## config.mk

```make
export PLATFORM = sky130hd
export DESIGN_NAME = block_least_squares_trend
export DESIGN_NICKNAME = d
export VERILOG_FILES = /design/src/blsq_pkg.sv /design/src/block_least_squares_trend.sv
export SDC_FILE = /design/constraint.sdc
export NUM_CORES = 2
export LEC_CHECK = 0
export BUFFER_PORTS_ARGS = -buffer_cell sky130_fd_sc_hd__buf_2
export CAP_MARGIN = 20
export CORE_MARGIN = 3
export CORE_UTILIZATION = 34
export DETAILED_ROUTE_END_ITERATION = 10
export GPL_TIMING_DRIVEN = 0
export HOLD_SLACK_MARGIN = 0.15
export SLEW_MARGIN = 0
export SYNTH_ARGS = -nofsm -noshare
export SYNTH_HDL_FRONTEND = slang
export SYNTH_SLANG_ARGS = --single-unit
export TNS_END_PERCENT = 1
```

## constraint.sdc

```tcl
create_clock -name clk -period 10.3 [get_ports clk]
set_clock_uncertainty 0.2 [all_clocks]
set_input_delay 2.06 -clock clk [delete_from_list [all_inputs] [get_ports clk]]
set_output_delay 2.06 -clock clk [all_outputs]
set_load 0.02 [all_outputs]
```

## src/blsq_pkg.sv

```systemverilog
`timescale 1ns / 1ps
// ----------------------------------------------------------------------------
// blsq_pkg: shared types and constants for the least-squares trend block
// Field widths, internal datapath widths and the trend code.
// ----------------------------------------------------------------------------
package blsq_pkg;

    // Port field widths
    localparam int SAMPLE_W   = 24;
    localparam int SLOPE_W    = 40;
    localparam int CNT_W      = 7;
    localparam int MAX_WINDOW = 64;
    localparam int WL_RESET   = 10;
    localparam int FRAC_BITS  = 8;

    // Running sums and derived terms
    localparam int SUM_W  = 31;   // sum of samples
    localparam int WSUM_W = 36;   // sum of position * sample
    localparam int SX_W   = 12;   // sum of positions
    localparam int SXX_W  = 17;   // sum of squared positions

    // Shared multiplier
    localparam int MUL_A_W = 13;
    localparam int MUL_B_W = 36;
    localparam int PROD_W  = MUL_A_W + MUL_B_W;

    // Numerator, denominator and divider
    localparam int NUM_W      = 43;
    localparam int MAG_W      = 42;
    localparam int DEN_W      = 21;
    localparam int DIVISOR_W  = DEN_W + 1;                    // twice the denominator
    localparam int QUO_W      = SLOPE_W;                      // quotient bits developed
    localparam int DIVIDEND_W = MAG_W + FRAC_BITS + 2;        // 2^(F+1)*|num| + den
    localparam int HEAD_W     = DIVIDEND_W - QUO_W;           // dividend bits above quotient
    localparam int STEP_CNT_W = 6;

    // Saturation limits of the slope magnitude
    localparam logic [QUO_W-1:0] CAP_POS = {1'b0, {(QUO_W-1){1'b1}}};
    localparam logic [QUO_W-1:0] CAP_NEG = {1'b1, {(QUO_W-1){1'b0}}};

    // Trend code
    typedef enum logic [1:0] {
        TREND_FLAT    = 2'd0,
        TREND_RISING  = 2'd1,
        TREND_FALLING = 2'd2,
        TREND_UNDEF   = 2'd3
    } trend_t;

endpackage

```

## src/block_least_squares_trend.sv

```systemverilog
`timescale 1ns / 1ps
// ----------------------------------------------------------------------------
// block_least_squares_trend: least-squares slope of one sensor channel
// Sequencer around one shared multiplier and a radix-2 restoring divider.
// ----------------------------------------------------------------------------
// Usage:
//  - Input channel (in_valid/in_ready, sample): one item per sensor sample.
//    The sample takes position n = 1, 2, ... within the current window.
//  - Output channel (out_valid/out_ready): one item per sample with the slope
//    (8 fraction bits, rounded half away from zero, saturated), trend code,
//    position n and a window-closed flag.
//  - cfg_write_en/cfg_write_data set the window length (reset 10, capped at
//    64; 0 or 1 close the window on every sample). Write only while idle.
// Timing:
//  - An item runs from acceptance to out_valid through 6 steps on the
//    shared multiplier, 2 setup steps, 40 divider steps (one quotient bit
//    each) and 1 output load; a single-sample item skips the divider.
//    in_ready is high only in idle: a new item waits until the last one loads.
//  - The result sits in an output register, so the next item is taken while
//    it waits; if the receiver still stalls when the next result is ready,
//    the sequencer holds it until the register frees.
// Reset: clears the count, the sums and any pending result; window length
//  returns to 10.
// ----------------------------------------------------------------------------
module block_least_squares_trend
(
    input  logic                                 clk,
    input  logic                                 rst_n,
    // configuration
    input  logic                                 cfg_write_en,
    input  logic [blsq_pkg::CNT_W-1:0]           cfg_write_data,
    // input channel
    input  logic                                 in_valid,
    output logic                                 in_ready,
    input  logic signed [blsq_pkg::SAMPLE_W-1:0] sample,
    // output channel
    output logic                                 out_valid,
    input  logic                                 out_ready,
    output logic signed [blsq_pkg::SLOPE_W-1:0]  slope,
    output logic [1:0]                           trend,
    output logic [blsq_pkg::CNT_W-1:0]           samples_used,
    output logic                                 window_closed
);

    typedef enum logic [3:0] {
        S_IDLE, S_WY, S_NN, S_P1, S_P2, S_P3, S_P4, S_PREP, S_LOAD, S_DIV, S_FIN
    } state_t;

    state_t state_reg, state_next;

    // Configuration and window state
    logic [blsq_pkg::CNT_W-1:0]         wl_reg;
    logic [blsq_pkg::CNT_W-1:0]         count_reg;
    logic signed [blsq_pkg::SUM_W-1:0]  value_sum_reg;
    logic signed [blsq_pkg::WSUM_W-1:0] weighted_sum_reg;
    logic [blsq_pkg::SX_W-1:0]          sx_acc_reg;
    logic [blsq_pkg::SXX_W-1:0]         sxx_acc_reg;

    // Per-item working registers
    logic signed [blsq_pkg::SAMPLE_W-1:0] y_reg;
    logic [blsq_pkg::CNT_W-1:0]           n_reg;
    logic                                 closed_reg;
    logic signed [blsq_pkg::SUM_W-1:0]    sy_reg;
    logic signed [blsq_pkg::WSUM_W-1:0]   sxy_reg;
    logic [blsq_pkg::SX_W-1:0]            sx_reg;
    logic [blsq_pkg::SXX_W-1:0]           sxx_reg;
    logic signed [blsq_pkg::NUM_W-1:0]    acc_reg;
    logic signed [blsq_pkg::NUM_W-1:0]    num_reg;
    logic [blsq_pkg::DEN_W-1:0]           den_reg;
    logic [blsq_pkg::MAG_W-1:0]           mag_reg;
    logic                                 neg_reg;
    logic                                 undef_reg;
    blsq_pkg::trend_t                     trend_reg;
    logic [blsq_pkg::DIVISOR_W-1:0]       d2_reg;
    logic                                 sat_reg;
    logic [blsq_pkg::DIVISOR_W-1:0]       rem_reg;
    logic [blsq_pkg::QUO_W-1:0]           quo_reg;
    logic [blsq_pkg::STEP_CNT_W-1:0]      step_reg;

    // Output registers
    logic                                 out_valid_reg;
    logic signed [blsq_pkg::SLOPE_W-1:0]  slope_reg;
    blsq_pkg::trend_t                     trend_out_reg;
    logic [blsq_pkg::CNT_W-1:0]           used_reg;
    logic                                 closed_out_reg;

    // Combinational helpers
    logic [blsq_pkg::CNT_W-1:0]           limit;
    logic [blsq_pkg::CNT_W-1:0]           n_new;
    logic signed [blsq_pkg::MUL_A_W-1:0]  mul_a;
    logic signed [blsq_pkg::MUL_B_W-1:0]  mul_b;
    logic signed [blsq_pkg::PROD_W-1:0]   prod;
    logic signed [blsq_pkg::SUM_W-1:0]    sy_sum;
    logic signed [blsq_pkg::WSUM_W-1:0]   sxy_sum;
    logic [blsq_pkg::SX_W-1:0]            sx_sum;
    logic [blsq_pkg::SXX_W-1:0]           sxx_sum;
    logic [blsq_pkg::DIVIDEND_W-1:0]      dividend;
    logic [blsq_pkg::DIVISOR_W:0]         trial;
    logic                                 trial_ge;
    logic [blsq_pkg::QUO_W-1:0]           cap;
    logic [blsq_pkg::QUO_W-1:0]           mag_sat;
    logic [blsq_pkg::SLOPE_W-1:0]         slope_val;
    logic                                 out_free;
    logic                                 out_load;

    localparam logic [blsq_pkg::CNT_W-1:0] MAX_WIN =
        blsq_pkg::CNT_W'(blsq_pkg::MAX_WINDOW);
    localparam logic [blsq_pkg::STEP_CNT_W-1:0] LAST_STEP =
        blsq_pkg::STEP_CNT_W'(blsq_pkg::QUO_W - 1);

    // Window limit and next position
    assign limit = (wl_reg > MAX_WIN) ? MAX_WIN : wl_reg;
    assign n_new = count_reg + 1'b1;

    // Shared multiplier operand select
    always_comb
    begin
        mul_a = blsq_pkg::MUL_A_W'(n_reg);
        mul_b = blsq_pkg::MUL_B_W'(y_reg);
        unique case (state_reg)
            S_WY:    mul_b = blsq_pkg::MUL_B_W'(y_reg);
            S_NN:    mul_b = blsq_pkg::MUL_B_W'(n_reg);
            S_P1:    mul_b = sxy_reg;
            S_P2:
            begin
                mul_a = blsq_pkg::MUL_A_W'(sx_reg);
                mul_b = blsq_pkg::MUL_B_W'(sy_reg);
            end
            S_P3:    mul_b = blsq_pkg::MUL_B_W'(sxx_reg);
            S_P4:
            begin
                mul_a = blsq_pkg::MUL_A_W'(sx_reg);
                mul_b = blsq_pkg::MUL_B_W'(sx_reg);
            end
            default: mul_b = blsq_pkg::MUL_B_W'(y_reg);
        endcase
    end

    assign prod = mul_a * mul_b;

    // Running sums including this item
    assign sy_sum  = value_sum_reg + blsq_pkg::SUM_W'(y_reg);
    assign sxy_sum = weighted_sum_reg + prod[blsq_pkg::WSUM_W-1:0];
    assign sx_sum  = sx_acc_reg + blsq_pkg::SX_W'(n_reg);
    assign sxx_sum = sxx_acc_reg + prod[blsq_pkg::SXX_W-1:0];

    // Dividend 2^(F+1)*|num| + den, divisor 2*den: rounds half away from zero
    assign dividend = (blsq_pkg::DIVIDEND_W'(mag_reg) << (blsq_pkg::FRAC_BITS + 1))
                    + blsq_pkg::DIVIDEND_W'(den_reg);

    // Restoring divider step
    assign trial    = {rem_reg, quo_reg[blsq_pkg::QUO_W-1]};
    assign trial_ge = trial >= {1'b0, d2_reg};

    // Saturate and apply sign
    assign cap       = neg_reg ? blsq_pkg::CAP_NEG : blsq_pkg::CAP_POS;
    assign mag_sat   = (sat_reg || (quo_reg > cap)) ? cap : quo_reg;
    assign slope_val = undef_reg ? '0 : (neg_reg ? (~mag_sat + 1'b1) : mag_sat);
    assign out_free  = !out_valid_reg || out_ready;
    assign out_load  = (state_reg == S_FIN) && out_free;

    // Next-state logic
    always_comb
    begin
        state_next = state_reg;
        unique case (state_reg)
            S_IDLE:  if (in_valid) state_next = S_WY;
            S_WY:    state_next = S_NN;
            S_NN:    state_next = S_P1;
            S_P1:    state_next = S_P2;
            S_P2:    state_next = S_P3;
            S_P3:    state_next = S_P4;
            S_P4:    state_next = S_PREP;
            S_PREP:  state_next = (den_reg == '0) ? S_FIN : S_LOAD;
            S_LOAD:  state_next = S_DIV;
            S_DIV:   if (step_reg == '0) state_next = S_FIN;
            S_FIN:   if (out_free) state_next = S_IDLE;
            default: state_next = S_IDLE;
        endcase
    end

    // State, datapath and output registers
    always_ff @(posedge clk or negedge rst_n)
    begin
        if (!rst_n)
        begin
            state_reg        <= S_IDLE;
            wl_reg           <= blsq_pkg::CNT_W'(blsq_pkg::WL_RESET);
            count_reg        <= '0;
            value_sum_reg    <= '0;
            weighted_sum_reg <= '0;
            sx_acc_reg       <= '0;
            sxx_acc_reg      <= '0;
            y_reg            <= '0;
            n_reg            <= '0;
            closed_reg       <= 1'b0;
            sy_reg           <= '0;
            sxy_reg          <= '0;
            sx_reg           <= '0;
            sxx_reg          <= '0;
            acc_reg          <= '0;
            num_reg          <= '0;
            den_reg          <= '0;
            mag_reg          <= '0;
            neg_reg          <= 1'b0;
            undef_reg        <= 1'b0;
            trend_reg        <= blsq_pkg::TREND_UNDEF;
            d2_reg           <= '0;
            sat_reg          <= 1'b0;
            rem_reg          <= '0;
            quo_reg          <= '0;
            step_reg         <= '0;
            out_valid_reg    <= 1'b0;
            slope_reg        <= '0;
            trend_out_reg    <= blsq_pkg::TREND_UNDEF;
            used_reg         <= '0;
            closed_out_reg   <= 1'b0;
        end
        else
        begin
            state_reg <= state_next;

            if (cfg_write_en)
                wl_reg <= cfg_write_data;

            // result taken by the receiver, unless the next one loads now
            if (out_valid_reg && out_ready && !out_load)
                out_valid_reg <= 1'b0;

            unique case (state_reg)
                S_IDLE:
                begin
                    if (in_valid)
                    begin
                        y_reg      <= sample;
                        n_reg      <= n_new;
                        closed_reg <= (n_new >= limit);
                    end
                end
                S_WY:
                begin
                    // n*y and the running sums; window state advances or clears
                    sy_reg  <= sy_sum;
                    sxy_reg <= sxy_sum;
                    sx_reg  <= sx_sum;
                    if (closed_reg)
                    begin
                        count_reg        <= '0;
                        value_sum_reg    <= '0;
                        weighted_sum_reg <= '0;
                        sx_acc_reg       <= '0;
                    end
                    else
                    begin
                        count_reg        <= n_reg;
                        value_sum_reg    <= sy_sum;
                        weighted_sum_reg <= sxy_sum;
                        sx_acc_reg       <= sx_sum;
                    end
                end
                S_NN:
                begin
                    sxx_reg     <= sxx_sum;
                    sxx_acc_reg <= closed_reg ? '0 : sxx_sum;
                end
                S_P1: acc_reg <= blsq_pkg::NUM_W'(prod);
                S_P2: num_reg <= acc_reg - blsq_pkg::NUM_W'(prod);
                S_P3: acc_reg <= blsq_pkg::NUM_W'(prod);
                S_P4: den_reg <= blsq_pkg::DEN_W'(acc_reg - blsq_pkg::NUM_W'(prod));
                S_PREP:
                begin
                    neg_reg   <= num_reg[blsq_pkg::NUM_W-1];
                    mag_reg   <= num_reg[blsq_pkg::NUM_W-1] ?
                                 blsq_pkg::MAG_W'(-num_reg) : blsq_pkg::MAG_W'(num_reg);
                    undef_reg <= (den_reg == '0);
                    d2_reg    <= {den_reg, 1'b0};
                    priority if (den_reg == '0)
                        trend_reg <= blsq_pkg::TREND_UNDEF;
                    else if (num_reg == '0)
                        trend_reg <= blsq_pkg::TREND_FLAT;
                    else if (num_reg[blsq_pkg::NUM_W-1])
                        trend_reg <= blsq_pkg::TREND_FALLING;
                    else
                        trend_reg <= blsq_pkg::TREND_RISING;
                end
                S_LOAD:
                begin
                    // quotient at or above 2^QUO_W saturates outright
                    sat_reg  <= blsq_pkg::DIVISOR_W'(
                                dividend[blsq_pkg::DIVIDEND_W-1:blsq_pkg::QUO_W]) >= d2_reg;
                    rem_reg  <= blsq_pkg::DIVISOR_W'(
                                dividend[blsq_pkg::DIVIDEND_W-1:blsq_pkg::QUO_W]);
                    quo_reg  <= dividend[blsq_pkg::QUO_W-1:0];
                    step_reg <= LAST_STEP;
                end
                S_DIV:
                begin
                    rem_reg  <= trial_ge ? blsq_pkg::DIVISOR_W'(trial - {1'b0, d2_reg})
                                         : blsq_pkg::DIVISOR_W'(trial);
                    quo_reg  <= {quo_reg[blsq_pkg::QUO_W-2:0], trial_ge};
                    step_reg <= step_reg - 1'b1;
                end
                S_FIN:
                begin
                    if (out_free)
                    begin
                        out_valid_reg  <= 1'b1;
                        slope_reg      <= slope_val;
                        trend_out_reg  <= trend_reg;
                        used_reg       <= n_reg;
                        closed_out_reg <= closed_reg;
                    end
                end
                default: ;
            endcase
        end
    end

    assign in_ready      = (state_reg == S_IDLE);
    assign out_valid     = out_valid_reg;
    assign slope         = slope_reg;
    assign trend         = trend_out_reg;
    assign samples_used  = used_reg;
    assign window_closed = closed_out_reg;

endmodule

```

Word level (Yosys, flattened, before mapping)
Cells that the tools add are included.

storage, ports and cells
  register bits = 536
  input port bits = 36
  output and inout bits = 52
  logic and storage cells = 107

operators by class
  $add $sub $neg = 11
  multiply operators = 1
  $lt $le $gt $ge = 5
  eq/ne operators = 13
  muxes and demuxes = 28
  bitwise gates (word level) = 1
  reductions and logical operators = 17

operator list
  operator                                                         number
  36-bit case mux with 5 select lines                              1
  40-bit two-way mux                                               4
  40-bit case mux with 2 select lines                              1
  51-bit by 21-bit adder with 52-bit output                        1
  22-bit case mux with 2 select lines                              1
  4-bit case mux with 11 select lines                              1
  43-bit logical NOT                                               1
  13-bit by 36-bit multiplier with 43-bit output                   1
  43-bit subtractor                                                1
  42-bit two-way mux                                               1
  42-bit negation                                                  1
  40-bit by 1-bit adder with 40-bit output, second input constant  1
  40-bit greater-than comparator                                   1
  40-bit inverter                                                  1
  36-bit adder                                                     1
  36-bit two-way mux                                               1
  31-bit by 24-bit adder with 31-bit output                        1
  31-bit two-way mux                                               1
  12-bit two-way mux                                               2
  23-bit by 22-bit >= comparator with 1-bit output                 1
  12-bit by 22-bit >= comparator with 1-bit output                 1
  22-bit two-way mux                                               1
  22-bit subtractor                                                1
  21-bit logical NOT                                               1
  26 further kinds                                                 48

Depth between registers and ports, before layout
  word-level depth = 8
  gate-level depth with buffers = 46
  depth with buffers taken out = 43

Worst setup path before layout
OpenSTA, ideal clock, no wires.

  path type = register to register
  from = register state_reg[2]
  to = register num_reg[42] (netlist bit)
  setup time = 0.134 ns
  data arrival time = 10.083 ns
  data required time = 9.966 ns
  path slack = -0.117 ns
  stages on the path, launching flop included = 42
  path buffers = 3
  period minus slack after synthesis = 10.417 ns
  cell sequence = dfrtp_1 -> clkbuf_1 -> nand2b_1 -> nor2_1 -> clkbuf_1 -> mux2i_1 -> clkbuf_1 -> nor2_1 -> fa_1 -> inv_1 -> fa_1 -> inv_1 -> fa_1 -> fa_1 -> inv_1 -> fa_1 -> inv_1 -> ha_1 -> [... 6 more ...] -> a21o_1 -> a21oi_1 -> xnor2_1 -> inv_1 -> ha_1 -> o21ai_0 -> a22oi_1 -> a31oi_1 -> o21ai_0 -> a311o_1 -> maj3_1 -> a31oi_1 -> nor3_1 -> o41ai_1 -> a31oi_1 -> a41oi_1 -> xnor2_1 -> o21ai_0

on the way
  word-level cells in the longest chain between the ends = 5
  elaborated cells on any way between the ends = 10
  classes of those cells = 1 x add/sub; 1 x mul; 5 x eq/ne; 2 x mux; 1 x reduce/logical

ends and longest elaborated chain
  what                                                RTL line                          text
  start, declared                                     block_least_squares_trend.sv:49   state_t state_reg, state_next;
  start signal, assigned                              block_least_squares_trend.sv:221  state_reg <= state_next;
  4-bit by 3-bit == test with 1-bit output            block_least_squares_trend.sv:120  unique case (state_reg)
  2-bit OR reduction (no line)                        -
  12-bit two-way mux                                  block_least_squares_trend.sv:120
  13-bit by 36-bit multiplier with 43-bit output (*)  block_least_squares_trend.sv:139  assign prod = mul_a * mul_b;
  net prod (one bit)                                  block_least_squares_trend.sv:92   logic signed [blsq_pkg::PROD_W-1:0] prod;
  43-bit subtractor (*)                               -
  end signal, assigned                                block_least_squares_trend.sv:267  S_P2: num_reg <= acc_reg - blsq_pkg::NUM_W'(prod);
  end, declared                                       block_least_squares_trend.sv:68   logic signed [blsq_pkg::NUM_W-1:0] num_reg;

The timed path passes the listed nets; every way through them passes the cells marked *.
A chain may end at the register's enable or synchronous reset.

Worst setup path after layout
  from = register state_reg[1]
  to = register num_reg[42] (netlist bit)

Same word-level chain as after synthesis.

==> metrics.md <==
| Metric | Value |
|---|---|
| Fin crit period | `10.09 ns` |
| GRT Total Usage | `21.02%` |
| Worst path max stage delay | `0.54 ns` |
| Core area | `133,800 sq um` |
| Synth Cell Area | `45,960 sq um` |
| Asr flop ratio synth | `100.0%` |
| Post-DP HPWL | `119.7 mm` |
| Post-synth EDFFs | `0` |
| Clock slew at reported path FFs | `0.06 ns` |
| Die Width | `373.7 um` |
| CTS Hold Bufs | `0` |
| Post-synthesis cell type count | `72` |
| Met2 usage | `35.17%` |
| Die Footprint | `139,600 sq um` |
| Port-buffer cells | `86` |
| CTS root buf | `clkbuf_16` |
| Max-slew violation count | `0` |
| TritonRoute pass-1 iters | `6` |
| Post-synthesis sequential area ratio | `29.20%` |
| M3 GR Usage | `3.289%` |
| Routed vias/inst | `5.298` |
| Critical Path Sink Type | `flip-flop` |
| Largest net degree at the start of global routing | `114` |
| Met1 Use GR | `26.90%` |
| Syn avg cell area | `8.814 sq um` |
| Die Height | `373.7 um` |
| Aggregate routed wire length | `148.7 mm` |
| DR WL/cell | `20.55 um` |
| DRC errors left | `0` |
| Post-DP Area | `48,840 sq um` |
| Num ports | `88` |
| Initial drt markers | `2,981` |
| Critical path launch point type | `flip-flop` |
| Synth-to-Final Area Change | `13.78%` |
| # nets final | `6,108` |
| TritonCTS Sinks | `536` |
| Outcome | `complete, no violations` |
| Initial Utilization | `34.35%` |
| Site Rows | `134` |
| Synth Register Bits | `536` |
| Actual slew at the worst max-slew pin | `1.158 ns` |
| Clk buf depth | `3` |
| CP required | `10.61 ns` |
| Slowest cell on the critical path | `fa_1` |
| Post-Synthesis Cells | `5,214` |
| Clock Latency Late Sink | `0.66 ns` |
| Max Cap Viol | `0` |
| Final GP Congestion | `0.9657` |
| Vias in the first global route | `38.58k` |
| First-pass GRT wire length | `230.6 mm` |
| Final instance area | `52,290 sq um` |
| Initial antenna violation count | `3` |
| GRT Residual Overflow | `0` |
| Most used cell, CP | `fa_1` |
| CTS tree | `yes` |
| CTS H-tree depth | `2` |
| Fmax | `99.10 MHz` |
| Critical path type | `reg2reg` |
| Layout cells sized above 1 | `10.90%` |
| Worst hold path type | `reg2reg` |
| Vias | `38.34k` |
| Num CTS Buffers | `60` |
| Final hold violations | `0` |
| Synth Warn # | `0` |
| Busiest grt layer | `met2` |
| Max_slew headroom | `22.49%` |
| Most used DFF post-synth | `dfrtp_1` |
| CP arrival | `10.40 ns` |
| Worst-path fanout max | `10` |
| Number of routed nets with antenna violations | `0` |
| Crit share post-route | `97.97%` |
| Finish-stage setup viols | `0` |
| Syn Nets | `5,908` |
-- cells in the final DEF, fill, tap and decap left out, types with 21 or more instances in the layout --
cell type	instances
a21o_1	95
a21oi_1	203
a22o_1	84
a31oi_1	26
and3_1	35
buf_2	99
buf_4	59
clkbuf_1	175
clkbuf_16	62
dfrtp_1	527
fa_1	350
ha_1	298
inv_1	513
mux2_2	104
mux2i_1	44
nand2_1	841
nand2b_1	62
nand3_1	57
nand4_1	27
nor2_1	387
nor2b_1	51
nor3_1	53
o211ai_1	21
o21a_1	32
o21ai_0	415
o21bai_1	29
o31ai_1	31
xnor2_1	144
xor2_1	123
-- critical path, delay by kind of cell, from the launching register on --
| kind | cells | cell delay, ns |
|---|---|---|
| buffers and inverters | 7 | 0.74 |
| AO/OA/AOI/OAI | 20 | 4.04 |
| AND/OR/NAND/NOR | 3 | 0.52 |
| flip-flops | 1 | 0.47 |
| XOR/XNOR | 2 | 0.36 |
| adder cells (fa/ha/maj) | 8 | 3.35 |
| multiplexers | 1 | 0.24 |
-- cell usage after synthesis, drive strengths merged (100+ instances only) --
cell type	number	area (sq um)
o21ai	424	2122
inv	515	1933
nand2	856	3216
fa	350	7007
xnor2	152	1331
mux2	104	1171
a21oi	216	1081
a21o	100	750.7
clkbuf	208	780.8
dfrtp	530	13260
xor2	134	1174
ha	308	3854
nor2	393	1475
-- final timing paths --
path,start,end,slack [ns],cells after the start
setup / recovery,state_reg[1]$_DFFE_PN0P_,num_reg[42]$_DFFE_PN0N_,0.21,41
setup reg to reg,state_reg[1]$_DFFE_PN0P_,num_reg[42]$_DFFE_PN0N_,0.21,41
max in group asynchronous,rst_n,y_reg[14]$_DFFE_PN0P_,6.01,6
hold reg to reg,slope[12]$_DFFE_PN0P_,slope[12]$_DFFE_PN0P_,0.26,2
min in group asynchronous,rst_n,slope[20]$_DFFE_PN0P_,1.18,1
hold / removal,slope[12]$_DFFE_PN0P_,slope[12]$_DFFE_PN0P_,0.26,2
-- timing repair --
| action | CTS | global route |
|---|---|---|
| setup endpoints to repair | 96 | 29 |
| gates resized for setup | 152 | 100 |
| pin swaps | 23 | 31 |
| buffers inserted | 28 | 26 |
-- per-layer routing --
metal  part of all wire [%]  wire length [um]  vias up
li1                       -                 -    17970
met1                     42             62560    18830
met2                     47             69670     1226
met3                    6.1              9139      307
met4                    4.9              7347        2
met5                  0.011                17        -
-- per-stage QoR --
stage	setup WS [ns]	instances	util (%)	setup TNS (ns)	hold slack, ns
final	0.2088	7236	39.08	0	0.2632
after global routing	-0.07440	7234	39.08	-0.1560	0.2839
after CTS	0.002082	7214	38.64	0	0.2703
after floorplan	0.001581	5214	-	0	0.2446
after detailed placement	-3.404	7080	36.51	-139.42	0.2567
after global placement	-4.577	7068	36.33	-2479.22	0.2479
-- logic make-up after synthesis --
kind of cell / share of synthesized area, %
compound gates: 15.88
xor+xnor: 5.450
fa+ha+maj: 23.83
buf+inv: 6.079
flops: 29.20
mux: 3.615
simple gates: 15.95
-- area by class of cell --
type / count / area [sq um]
Antenna cell: 2 / 5.005
Buffer: 212 / 932.1
Clock buffer: 86 / 1760
Clock inverter: 28 / 329.1
Fill cell: 13480 / 81500
Inverter: 515 / 1933
Multi-Input combinational cell: 3936 / 30630
Sequential cell: 536 / 13420
Tap cell: 1768 / 2212
Timing Repair Buffer: 153 / 1070
Power is left out: the tool's default activity adds up to more than one toggle a clock period on the data nets, which glitch-free logic cannot reach.
